--- config.mk ---
export PLATFORM = sky130hd
export DESIGN_NAME = dqis_ctrl_flat
export DESIGN_NICKNAME = d
export VERILOG_FILES = /design/src/sv/dqis_pkg.sv /design/src/sv/dqis_cmd_if.sv /design/src/sv/dqis_ctrl.sv /design/src/flat_wrapper.sv
export SDC_FILE = /design/constraint.sdc
export NUM_CORES = 1
export LEC_CHECK = 0
export ABC_AREA = 1
export BUFFER_PORTS_ARGS = -buffer_cell sky130_fd_sc_hd__buf_4
export CORE_MARGIN = 1.5
export CORE_UTILIZATION = 55
export DETAILED_ROUTE_END_ITERATION = 10
export GPL_TIMING_DRIVEN = 0
export PLACE_DENSITY = 0.81
export SYNTH_ARGS = -nofsm -noshare
export SYNTH_HDL_FRONTEND = slang
export SYNTH_SLANG_ARGS = --single-unit
--- constraint.sdc ---
create_clock -name clk -period 3.8 [get_ports clk]
set_input_delay 0.38 -clock clk [delete_from_list [all_inputs] [get_ports clk]]
set_output_delay 0.38 -clock clk [all_outputs]
set_load 0.01 [all_outputs]
--- src/sv/dqis_pkg.sv ---
// Package for the deque with insertion sort: command and status codes,
// controller states and the result record. No dependencies.
`default_nettype none

package dqis_pkg;

    typedef enum logic [2:0] {
        KIND_PUSH_LEFT  = 3'd0,
        KIND_PUSH_RIGHT = 3'd1,
        KIND_POP_LEFT   = 3'd2,
        KIND_POP_RIGHT  = 3'd3,
        KIND_SORT       = 3'd4
    } kind_t;

    typedef enum logic [1:0] {
        ST_DONE  = 2'd0,
        ST_FULL  = 2'd1,
        ST_EMPTY = 2'd2
    } status_t;

    typedef enum logic [2:0] {
        S_IDLE,
        S_ENDS,
        S_RESP,
        S_SORT_LOAD,
        S_SORT_STEP
    } state_t;

    typedef struct packed {
        status_t            status;
        logic [8:0]         count;
        logic               is_empty;
        logic signed [31:0] left_value;
        logic signed [31:0] right_value;
    } result_t;

endpackage

`default_nettype wire

--- src/sv/dqis_cmd_if.sv ---
// Command channel of the deque: valid/ready handshake with kind and value.
// Depends on nothing.
`default_nettype none

interface dqis_cmd_if;
    logic               valid;
    logic               ready;
    logic [2:0]         kind;
    logic signed [31:0] value;

    modport source (output valid, output kind, output value, input ready);
    modport sink   (input valid, input kind, input value, output ready);
endinterface

`default_nettype wire

--- src/sv/dqis_ctrl.sv ---
// Command sequencer of the deque: pointer and count upkeep, end reads and
// the in-place insertion sort over the store. Uses dqis_pkg, dqis_cmd_if.
`default_nettype none

module dqis_ctrl #(
    parameter int DEPTH = 256,
    parameter int AW    = 8
) (
    input  wire logic             clk,
    input  wire logic             rst_n,
    dqis_cmd_if.sink              cmd,
    output logic                  res_valid,
    input  wire logic             res_ready,
    output dqis_pkg::result_t     res,
    output logic                  we,
    output logic [AW-1:0]         waddr,
    output logic [31:0]           wdata,
    output logic [AW-1:0]         raddr_a,
    output logic [AW-1:0]         raddr_b,
    input  wire logic [31:0]      rdata_a,
    input  wire logic [31:0]      rdata_b
);
    import dqis_pkg::*;

    localparam int CW = $clog2(DEPTH + 1);

    state_t          state_reg, state_next;
    status_t         status_reg, status_next;
    logic [AW-1:0]   lp_reg, lp_next;
    logic [CW-1:0]   count_reg, count_next;
    logic [CW-1:0]   outer_reg, outer_next;
    logic [AW-1:0]   inner_reg, inner_next;
    logic [31:0]     key_reg, key_next;
    logic            first_reg, first_next;
    logic            accept;
    logic            full;
    logic            empty;
    logic [31:0]     key;
    logic            shift;

    function automatic logic [AW-1:0] ring_addr(input logic [AW-1:0] base,
                                                input logic [CW-1:0] idx);
        logic [CW:0] sum;
        sum = (CW+1)'(base) + (CW+1)'(idx);
        if (sum >= (CW+1)'(DEPTH))
        begin
            sum = sum - (CW+1)'(DEPTH);
        end
        return sum[AW-1:0];
    endfunction

    assign accept = cmd.valid && cmd.ready;
    assign full   = (count_reg == CW'(DEPTH));
    assign empty  = (count_reg == '0);
    assign key    = first_reg ? rdata_a : key_reg;
    assign shift  = (inner_reg != '0) && ($signed(rdata_b) > $signed(key));

    // next state
    always_comb
    begin
        state_next = state_reg;
        case (state_reg)
            S_IDLE:
            begin
                if (accept)
                begin
                    if (kind_t'(cmd.kind) == KIND_SORT)
                        state_next = S_SORT_LOAD;
                    else
                        state_next = S_ENDS;
                end
            end
            S_ENDS:
            begin
                state_next = S_RESP;
            end
            S_RESP:
            begin
                if (res_ready)
                    state_next = S_IDLE;
            end
            S_SORT_LOAD:
            begin
                if (outer_reg >= count_reg)
                    state_next = S_ENDS;
                else
                    state_next = S_SORT_STEP;
            end
            S_SORT_STEP:
            begin
                if (!shift)
                    state_next = S_SORT_LOAD;
            end
            default:
            begin
                state_next = S_IDLE;
            end
        endcase
    end

    // datapath next values
    always_comb
    begin
        status_next = status_reg;
        lp_next     = lp_reg;
        count_next  = count_reg;
        outer_next  = outer_reg;
        inner_next  = inner_reg;
        key_next    = key_reg;
        first_next  = first_reg;
        case (state_reg)
            S_IDLE:
            begin
                if (accept)
                begin
                    status_next = ST_DONE;
                    case (kind_t'(cmd.kind))
                        KIND_PUSH_LEFT:
                        begin
                            if (full)
                                status_next = ST_FULL;
                            else
                            begin
                                lp_next    = (lp_reg == '0) ? AW'(DEPTH - 1) : lp_reg - 1'b1;
                                count_next = count_reg + 1'b1;
                            end
                        end
                        KIND_PUSH_RIGHT:
                        begin
                            if (full)
                                status_next = ST_FULL;
                            else
                                count_next = count_reg + 1'b1;
                        end
                        KIND_POP_LEFT:
                        begin
                            if (empty)
                                status_next = ST_EMPTY;
                            else
                            begin
                                lp_next    = (lp_reg == AW'(DEPTH - 1)) ? '0 : lp_reg + 1'b1;
                                count_next = count_reg - 1'b1;
                            end
                        end
                        KIND_POP_RIGHT:
                        begin
                            if (empty)
                                status_next = ST_EMPTY;
                            else
                                count_next = count_reg - 1'b1;
                        end
                        KIND_SORT:
                        begin
                            outer_next = CW'(1);
                        end
                        default:
                        begin
                            status_next = ST_DONE;
                        end
                    endcase
                end
            end
            S_SORT_LOAD:
            begin
                inner_next = outer_reg[AW-1:0];
                first_next = 1'b1;
            end
            S_SORT_STEP:
            begin
                key_next   = key;
                first_next = 1'b0;
                if (shift)
                    inner_next = inner_reg - 1'b1;
                else
                    outer_next = outer_reg + 1'b1;
            end
            default:
            begin
                first_next = first_reg;
            end
        endcase
    end

    // outputs: handshake, store ports, result
    always_comb
    begin
        cmd.ready = (state_reg == S_IDLE);
        res_valid = (state_reg == S_RESP);
        we        = 1'b0;
        waddr     = lp_reg;
        wdata     = cmd.value;
        raddr_a   = lp_reg;
        raddr_b   = empty ? lp_reg : ring_addr(lp_reg, count_reg - 1'b1);
        case (state_reg)
            S_IDLE:
            begin
                if (accept)
                begin
                    if (kind_t'(cmd.kind) == KIND_PUSH_LEFT && !full)
                    begin
                        we    = 1'b1;
                        waddr = (lp_reg == '0) ? AW'(DEPTH - 1) : lp_reg - 1'b1;
                    end
                    else if (kind_t'(cmd.kind) == KIND_PUSH_RIGHT && !full)
                    begin
                        we    = 1'b1;
                        waddr = ring_addr(lp_reg, count_reg);
                    end
                end
            end
            S_SORT_LOAD:
            begin
                raddr_a = ring_addr(lp_reg, outer_reg);
                raddr_b = ring_addr(lp_reg, outer_reg - 1'b1);
            end
            S_SORT_STEP:
            begin
                we      = 1'b1;
                waddr   = ring_addr(lp_reg, CW'(inner_reg));
                wdata   = shift ? rdata_b : key;
                raddr_b = (inner_reg >= AW'(2)) ? ring_addr(lp_reg, CW'(inner_reg) - CW'(2))
                                                : lp_reg;
            end
            default:
            begin
                we = 1'b0;
            end
        endcase
        res.status      = status_reg;
        res.count       = 9'(count_reg);
        res.is_empty    = empty;
        res.left_value  = empty ? '0 : $signed(rdata_a);
        res.right_value = empty ? '0 : $signed(rdata_b);
    end

    always_ff @(posedge clk or negedge rst_n)
    begin
        if (!rst_n)
        begin
            state_reg  <= S_IDLE;
            status_reg <= ST_DONE;
            lp_reg     <= '0;
            count_reg  <= '0;
            outer_reg  <= '0;
            inner_reg  <= '0;
            first_reg  <= 1'b0;
        end
        else
        begin
            state_reg  <= state_next;
            status_reg <= status_next;
            lp_reg     <= lp_next;
            count_reg  <= count_next;
            outer_reg  <= outer_next;
            inner_reg  <= inner_next;
            first_reg  <= first_next;
        end
    end

    always_ff @(posedge clk)
    begin
        key_reg <= key_next;
    end

endmodule

`default_nettype wire

--- src/flat_wrapper.sv ---
// flat-port wrapper written by rule: the top's interface ports become plain ports
module dqis_ctrl_flat import dqis_pkg::*;
#(
    parameter int DEPTH = 256,
    parameter int AW    = 8
)
  (clk, rst_n, res_valid, res_ready, res, we, waddr, wdata, raddr_a, raddr_b, rdata_a, rdata_b, cmd_valid, cmd_kind, cmd_value, cmd_ready);
  dqis_cmd_if cmd_i ();
  input  wire logic clk;
  input  wire logic rst_n;
  output logic res_valid;
  input  wire logic res_ready;
  output dqis_pkg::result_t res;
  output logic we;
  output logic [AW-1:0] waddr;
  output logic [31:0] wdata;
  output logic [AW-1:0] raddr_a;
  output logic [AW-1:0] raddr_b;
  input  wire logic [31:0] rdata_a;
  input  wire logic [31:0] rdata_b;
  input wire logic [$bits(cmd_i.valid)-1:0] cmd_valid;
  input wire logic [$bits(cmd_i.kind)-1:0] cmd_kind;
  input wire logic [$bits(cmd_i.value)-1:0] cmd_value;
  output wire logic [$bits(cmd_i.ready)-1:0] cmd_ready;
  assign cmd_i.valid = cmd_valid;
  assign cmd_i.kind = cmd_kind;
  assign cmd_i.value = cmd_value;
  assign cmd_ready = cmd_i.ready;
  dqis_ctrl #(.DEPTH(DEPTH), .AW(AW)) u_core (.clk(clk), .rst_n(rst_n), .cmd(cmd_i), .res_valid(res_valid), .res_ready(res_ready), .res(res), .we(we), .waddr(waddr), .wdata(wdata), .raddr_a(raddr_a), .raddr_b(raddr_b), .rdata_a(rdata_a), .rdata_b(rdata_b));
endmodule
Word-level counts from Yosys, hierarchy flattened
Index checks and enable logic that the tools add are counted.
{"block": "op_classes", "n_addsub": 20, "order_cmp": 9, "n_eq_ne": 19, "n_mux": 47, "reduce_logical": 22}
{"cell": "$mux W32", "n": 5}
{"cell": "$mux W8", "n": 17}
{"cell": "$pmux W8 S2", "n": 4}
{"cell": "$sub A8 B1 Y8 const B", "n": 8}
{"cell": "$add A8 B9 Y10", "n": 5}
{"cell": "$ge A10 B9 Y1 const B", "n": 5}
{"cell": "$mux W9", "n": 5}
{"cell": "$pmux W9 S2", "n": 2}
{"cell": "$gt A32 B32 Y1", "n": 1}
{"cell": "$add A9 B1 Y9 const B", "n": 2}
{"cell": "$sub A9 B1 Y9 const B", "n": 2}
{"cell": "$pmux W3 S5", "n": 1}
{"cell": "$ne A2 B2 Y1 const B", "n": 7}
{"cell": "$eq A3 B2 Y1 const B", "n": 4}
{"cell": "$mux W3", "n": 4}
{"cell": "$reduce_and A5 Y1", "n": 2}
{"cell": "$add A8 B8 Y9", "n": 1}
{"cell": "$eq A9 B9 Y1 const B", "n": 1}
{"cell": "$ge A9 B9 Y1", "n": 1}
{"cell": "$ge A9 B9 Y1 const B", "n": 1}
{"cell": "$logic_not A9 Y1", "n": 1}
{"cell": "$sub A8 B2 Y9 const B", "n": 1}
{"cell": "$add A8 B1 Y8 const B", "n": 1}
{"cell": "$eq A8 B8 Y1 const B", "n": 1}
{"cell": "other kinds (18)", "n": 35}
{"block": "word_totals", "reg_bits": 72, "inputBits": 103, "out_inout_bits": 135, "word_cells": 125}

Longest topological paths before layout
Gate-level depths: netlist (run 1).
{"block": "logic_depth", "ltp_word": 7, "ltp_mapped": 23}

Worst setup path after synthesis (run 1)
Ideal clock, no wire load.
{"block": "synth_timing", "path_type": "register to output", "from": "register u_core.first_reg", "to": "output port wdata[26]", "arrival_time_ns": 2.562, "required_time_ns": 3.420, "setup_slack_ns": 0.858, "path_stages_with_launch": 18, "n_path_buf": 3, "path_cell_list": "dfrtp_1 -> clkbuf_1 -> clkbuf_1 -> nand2_1 -> o21ai_0 -> ha_1 -> nand2_1 -> nor2_2 -> nand2_1 -> inv_1 -> a21oi_2 -> nand2_1 -> nand2_2 -> nand3_4 -> buf_6 -> nand2_1 -> nand3_1 -> nand2_1"}
{"block": "synth_between", "elab_chain_len": 5}
{"element": "from (decl)", "line": "dqis_ctrl.sv:34", "text": "logic first_reg, first_next;"}
{"element": "from (signal assigned)", "line": "dqis_ctrl.sv:256", "text": "first_reg <= first_next;"}
{"element": "$mux W32 *", "line": "dqis_ctrl.sv:55", "text": "assign key = first_reg ? rdata_a : key_reg;"}
{"element": "$gt A32 B32 Y1", "line": "dqis_ctrl.sv:56", "text": "assign shift = (inner_reg != '0) && ($signed(rdata_b) > $signed(key));"}
{"element": "$logic_and A1 B1 Y1", "line": "dqis_ctrl.sv:56"}
{"element": "$mux W32 *", "line": "dqis_ctrl.sv:220", "text": "wdata = shift ? rdata_b : key;"}
{"element": "$mux W32 *", "line": "dqis_ctrl.sv:194", "text": "case (state_reg)"}
{"element": "to (decl)", "line": "flat_wrapper.sv:16", "text": "output logic [31:0] wdata;"}
Mark *: on every way between the ends. The rest lies on a longest branch, timed or not.

Worst setup path after layout (run 1)
Same ends and word-level chain as after synthesis.

==> results.md, run 1 <==
* Number of routed nets with antenna violations at 0
* TritonCTS buffer count at 9
* Worst clock skew at 12.4 ps
* Leading area contributor after synthesis: nand2_1
* Root buffer cell: clkbuf_16
* 1st-pass router iterations at 5
* Area of the multi-input gates at 6120 sq um
* Worst-path clk slew at 60 ps
* Netlist Area Pre-Place at 9090 sq um
* Via count at 10500
* Initial antenna violation count at 0
* CP required at 3420 ps
* Largest net degree at the start of global routing at 42
* Peak supply drop at 0.847 mV
* Async SR Flop Fraction at 55.6%
* Seq cells post-synth at 72
* ANT cells at 0
* Max reg flops at 32
* CORE AREA at 16000 sq um
* Final GP Congestion at 0.983
* Share of the synthesized area in the top cell type at 14.9%
* Flop2flop setup slack at 880 ps
* Fin cells at 1859
* FP Rows at 46
* Worst Path Arrival at 3300 ps
* Height of the die at 132 um
* Nets@finish at 1841
* # hold bufs at CTS at 0
* Area Growth Syn to Fin at 26.7%
* Final Hold Viols at 0
* Cell Area, Placed at 11100 sq um
* Pwr/cell area at 963 nW/um^2
* Cell area after layout at 11500 sq um
* WS Path Type: flip-flop to output pin
* I/O pins at 238
* Fin crit period at 3680 ps
* Max-cap violations at 0
* First-pass GRT wire length at 50900 um
* Relative slew slack at 39.1%
* Remaining Overflow, GRT at 0
* Synthesized net count at 1590
* Sequential share of the synthesized area at 21.6%
* Placed insts at 1840
* CTS H-tree lvls at 3
* Post-detail-place hpwl at 25600 um
* WL/cell at 17.7 um
* Fmax at 272 MHz
* Worst Tran Pin Value at 913 ps
* Distinct cells, synth at 52
* CP Launch Type: flip-flop
* Total die area at 17300 sq um
* Met2 WL at 15900 um
* WL final at 33000 um
* Clock Sinks at 72
* Final Cycle Share at 96.8%
* Fill count at 1418
* Maximum clock insertion buffer count at 2
* DRT met1 WL at 12900 um
* HP Class: input port to async pin
* CTS tree: yes
* Layout cells sized above 1 at 23.6%
* Outcome: finished, final reports clean
* EDFF count, synth at 32
* Worst skew pair latency at 350 ps
* Vias per cell at 5.67
* Worst-path maximum fanout at 10
* Port bufs at 237
* Final Setup Violations at 0
* Post-synth top flop: dfrtp_1
* Vias in the first global route at 9674
* Number of remaining DRC errors at 0
* Max-slew violation count at 0
* Post-Syn Instances at 1387
* Leak pwr at 6.09 nW
* Die Wd at 132 um
* YS warnings at 0
* Crit. End Element: output pin
* DR iter-0 viols at 788
* Largest cells by area after synthesis: nand2_1 15%, ha_1 13%, dfrtp_1 11%, edfxtp_1 11%, inv_1 7.3%
* Highest metal used: met4
* Met3 Wirelength at 2800 um
* Initial Utilization at 56.8%
* GRT Total Usage at 37.1%
* Synthesized area per cell at 6.55 sq um
* Reg area at 1970 sq um
## layer usage
| metal | up-vias | track usage (%) |
|---|---|---|
| met1 | 4838 | 45.7 |
| met5 | - | 0 |
| li1 | 5061 | - |
| met2 | 544 | 63.6 |
| met4 | 0 | 16.8 |
| met3 | 96 | 5.79 |
## kinds of logic (layout without fill, tap and decap cells)
| kind of cell | Yosys count | count (layout) | share of synthesized area (%) |
|---|---|---|---|
| and+or+nand+nor | 679 | 679 | 33.0 |
| buffers and inverters | 260 | 516 | 11.6 |
| AOI/OAI and AO/OA | 226 | 226 | 14.7 |
| adders and majority gates | 100 | 100 | 14.3 |
| DFF | 72 | 72 | 21.6 |
| xor gates and xnor gates | 50 | 50 | 4.82 |
## power by group
part	total, mW	switching, mW	internal, mW	leakage (nW)
combinational	8.78	5.40	3.38	5.15
clock	0.819	0.358	0.460	0.134
sequential	1.49	0.410	1.08	0.802
## cell usage in the layout (no fill, tap or decap), drive strengths merged, types with 3 or more instances in the layout
master,synthesis,routed
nor2,140,140
nand4,47,47
inv,207,207
xnor2,15,15
o21a,5,5
buf,32,274
or2,5,5
xor2,35,35
o211ai,16,16
edfxtp,32,32
o2111ai,3,3
clkbuf,21,32
o21ai,108,108
nand2,370,370
o221ai,4,4
ha,94,94
o22ai,10,10
a21oi,66,66
clkinv,0,3
a31oi,3,3
nand3,94,94
dfrtp,40,40
o21bai,3,3
nor3,20,20
fa,6,6
## stage by stage
stage               hold WS, ps  setup TNS, ps  worst slack (ps)  util [%]  total power [mW]
floorplan                  84.4              0               858         -              7.16
global placement            412              0              50.7      69.6              9.82
detailed placement          417              0              38.2      69.6              9.93
CTS                        49.6          -6.04             -6.04      71.3              10.8
global route               60.8          -75.1             -25.1      72.0              12.0
finish                     20.7              0               121      72.0              11.1
## Yosys cell counts, types with 21 or more instances
master / n
nand2_1: 361
inv_1: 177
nor2_1: 130
ha_1: 94
nand3_1: 91
o21ai_0: 68
a21oi_1: 65
nand4_1: 45
dfrtp_1: 40
xor2_1: 35
edfxtp_1: 32
o21ai_1: 29
inv_2: 28
buf_2: 21
clkbuf_1: 21
## repair_timing
item	in CTS	in global routing
endpoints found under the setup margin	33	34
hold endpoints to repair	0	0
buffers inserted	0	3
resized for setup	13	44
pin swaps	0	3
## area by class of cell
type / count / share of cell area, %
Multi-Input combinational cell: 1055 / 53.2
Clock buffer: 13 / 2.17
Inverter: 207 / 6.81
Timing Repair Buffer: 240 / 15.6
Buffer: 53 / 2.62
Clock inverter: 3 / 0.163
Sequential cell: 72 / 17.1
Tap cell: 216 / 2.35
## final timing paths
| kind | start | endpoint | cells past startpoint |
|---|---|---|---|
| max | u_core.first_reg | wdata[26] | 17 |
| min | rst_n | u_core.lp_reg[5] | 1 |
| max reg2reg | u_core.first_reg | u_core.inner_reg[4] | 15 |
| min reg2reg | u_core.status_reg[0] | u_core.status_reg[0] | 2 |
| max in group asynchronous | rst_n | u_core.inner_reg[1] | 1 |
| min in group clk | res_ready | u_core.state_reg[1] | 4 |
## critical path, stage by stage (launching register included)
cell     delay (ps)
dfrtp_1         380
buf_2           180
buf_4           190
nand2_1          70
o21ai_0         140
ha_1            420
a21oi_2         170
o21a_1          130
nand2_1         100
a21oi_2         200
nand2_1         120
nand2_4         130
nand3_4         140
buf_6           190
nand2_1          60
nand3_1         100
nand2_1         110
buf_4           120
Note: power is estimated with default switching activity, not from simulation.
==> run 2, diff against run 1 <==
--- a/config.mk
+++ b/config.mk
@@ -8,10 +8,11 @@
 export ABC_AREA = 1
 export BUFFER_PORTS_ARGS = -buffer_cell sky130_fd_sc_hd__buf_4
 export CORE_MARGIN = 1.5
-export CORE_UTILIZATION = 55
+export CORE_UTILIZATION = 50
+export CTS_CLUSTER_SIZE = 40
 export DETAILED_ROUTE_END_ITERATION = 10
 export GPL_TIMING_DRIVEN = 0
-export PLACE_DENSITY = 0.81
+export PLACE_DENSITY = 0.77
 export SYNTH_ARGS = -nofsm -noshare
 export SYNTH_HDL_FRONTEND = slang
 export SYNTH_SLANG_ARGS = --single-unit
==> constraint.sdc (replaced) <==
create_clock -name clk -period 3.3 [get_ports clk]
set_input_delay 0.33 -clock clk [delete_from_list [all_inputs] [get_ports clk]]
set_output_delay 0.33 -clock clk [all_outputs]
set_load 0.01 [all_outputs]
==> run 2 against run 1 <==
Effect of this change: the flow now finishes with violations (setup timing); combinational power increased by 53%; die area increased by 9.8%; sequential cell count unchanged; sequential share of layout area decreased by 2.6 points; non-clock buffer count increased by 75; global-route usage increased by 0.13 points; clock-buffer cell count decreased by 3; worst setup slack got worse by 460 ps; final cell count increased by 4.7%; wire length increased by 23%; design area increased by 19%; critical path depth unchanged; highest routed layer unchanged.
==> results.md, run 2 (synthesized netlist as in run 1, its figures left out) <==
* Outcome: finished with violations
* Failing checks: setup timing
* Fin cells at 1947 (+4.7%)
* Peak supply drop at 0.871 mV (+2.9%)
* CP Launch Type: flip-flop
* DR iter-0 viols at 1025 (+30%)
* Delay-heaviest family, CP: simple AND/OR/NAND/NOR gates
* GRT Total Usage at 37.2% (+0.13 points)
* Min Hold Slack at 245 ps (+224 ps)
* Initial antenna violation count at 0 (unchanged)
* WL/cell at 20.8 um (+17%)
* CTS H-tree lvls at 3 (unchanged)
* Sw Ratio at 53.4% (-2.2 points)
* Pwr/cell area at 1180 nW/um^2 (+23%)
* Clock Sinks at 72 (unchanged)
* Most frequent cells in the layout: 280 x buf_4, 261 x nand2_1, 164 x inv_1, 124 x nor2_1, 93 x nand2_2
* Number of routed nets with antenna violations at 0 (unchanged)
* Max reg flops at 32 (unchanged)
* Nets@finish at 1916 (+4.1%)
* CORE AREA at 17900 sq um (+12%)
* Number of remaining DRC errors at 0 (unchanged)
* First-pass GRT wire length at 53900 um (+5.8%)
* Layout cells sized above 1 at 40.0% (+16 points)
* Largest net degree at the start of global routing at 42 (unchanged)
* Total die area at 19000 sq um (+9.8%)
* RSZ-0062 raised after global routing: yes
* Fin crit period at 3640 ps
* Worst Tran Pin Value at 1100 ps (+186 ps)
* Relative slew slack at 26.7% (-12 points)
* CTS tree: yes
* Worst clock skew at 9.34 ps (-3.02 ps)
* Clk pwr share at 6.7% (-0.7 points)
* Worst slack, placed at -424 ps (-462 ps)
* Most common cell after layout, fill and taps aside: buf_4
* CP bufs+invs at 4 (unchanged)
* HP Class: input port to flip-flop
* Worst Path Arrival at 3310 ps (about the same)
* Leak pwr at 6.73 nW (+11%)
* WS Path Type: flip-flop to output pin
* Post-detail-place hpwl at 25500 um (-0.47%)
* Remaining Overflow, GRT at 0 (unchanged)
* Max-cap violations at 0 (unchanged)
* Vias per cell at 5.97 (+5.2%)
* CP required at 2970 ps (-450 ps)
* Initial Utilization at 50.8% (-6.0 points)
* WL final at 40400 um (+23%)
* I/O pins at 238 (unchanged)
* Slowest cell on crit path: dfrtp_2
* Die Wd at 138 um (+4.8%)
* Worst-path clk slew at 70 ps (about the same)
* Area Growth Syn to Fin at 51.0%
* Root buffer cell: clkbuf_16
* Height of the die at 138 um (+4.8%)
* Max-slew violation count at 0 (unchanged)
* Final Setup Violations at 32 (+32)
* Placed insts at 1853 (+0.71%)
* Port bufs at 237 (unchanged)
* Most frequent CP cell: nand2_2
* Maximum clock insertion buffer count at 2 (unchanged)
* Combinational share of power at 82.6% (+3.4 points)
* Crit. End Element: output pin
* 1st-pass router iterations at 6 (+1)
* Worst-path maximum fanout at 7 (-3)
* Worst-path cell chain: buf_8 > clkbuf_16 > o21ai_4 > ha_4 > a21oi_2 > o21ai_0 > a21oi_2 > nand2_1 > nand2_2 > nand2_2 > nand2_4 > nand3_4 > buf_6 > nand2_2 > nand3_2 > nand2_2 > buf_6
* Worst skew pair latency at 360 ps (about the same)
* Vias in the first global route at 10300 (+6.1%)
* Final Cycle Share at 110%
* FP Rows at 49 (+6.5%)
* ANT cells at 0 (unchanged)
* Via count at 11600 (+10%)
* Final GP Congestion at 0.959 (-2.5%)
* Switch Pwr at 8.65 mW (+40%)
* CP max stage delay at 470 ps (+50 ps)
* TritonCTS buffer count at 9 (unchanged)
* Fmax at 275 MHz
* Worst setup margin at -339 ps (-461 ps)
* Final Hold Viols at 0 (unchanged)
* Cell internal pwr at 7.54 mW (+53%)
* Sequential share of power at 10.6% (-2.8 points)
* Final Total Pwr at 16.2 mW (+46%)
## run 2: what timing repair did
action	in CTS	in global routing
hold endpoints to repair	2	0
setup buffers	30	39
hold buffers	1	0
pin swaps	36	82
endpoints found under the setup margin	60	38
resized for setup	198	208
gates cloned	9	0
## run 2: worst paths after layout
check                                      from                   end  slack [ps]  depth (start not counted)
min in group asynchronous                 rst_n      u_core.lp_reg[7]         520                          2
setup reg to reg               u_core.first_reg   u_core.inner_reg[3]         230                         17
setup / recovery               u_core.first_reg             wdata[14]        -340                         17
hold reg to reg            u_core.status_reg[0]  u_core.status_reg[0]         500                          2
max in group asynchronous                 rst_n      u_core.lp_reg[1]        2310                          2
hold / removal                        res_ready   u_core.state_reg[1]         240                          4
## run 2: worst register-to-register path: stages (launching register included)
cell	delay [ps]
dfrtp_2	470
buf_8	170
clkbuf_16	170
o21ai_4	220
ha_4	240
a21oi_2	150
o21ai_0	130
a21oi_2	130
nand2_1	90
nand2_2	100
nand2_2	80
nand2_4	90
buf_4	150
buf_4	140
nand4_4	180
buf_4	260
nand3_1	70
nand2_1	70
## run 2: layer usage
metal	track usage (%)	part of all wire [%]
met5	0	0
met4	22.0	6.2
met3	5.59	10
met2	61.4	46
met1	45.9	37
## run 2: area by class of cell
cell class,instances,area [sq um]
Timing Repair Buffer,316,2580
Clock buffer,10,229
Sequential cell,72,1980
Multi-Input combinational cell,1055,7320
Clock inverter,6,83.8
Buffer,52,434
Tap cell,229,287
Fill cell,1241,4180
Inverter,207,802
## run 2: per-stage QoR
stage	utilization, %	instance area, sq um	TNS [ps]
finish	76.6	13700	-7630
global route	76.6	13700	-10390
CTS	70.2	12600	-2640
detailed placement	62.3	11200	-12440
global placement	62.3	11200	-12790
floorplan	-	9090	0
## run 2: power by group through the flow
stage / registers, mW / clock network [mW] / logic, mW
2_1_floorplan: 1.54 / 0 / 6.71
3_3_place_gp: 1.71 / 0 / 9.55
3_5_place_dp: 1.70 / 0 / 9.70
4_1_cts: 1.70 / 1.08 / 11.2
5_1_grt: 1.73 / 1.13 / 14.3
6_report: 1.72 / 1.09 / 13.4
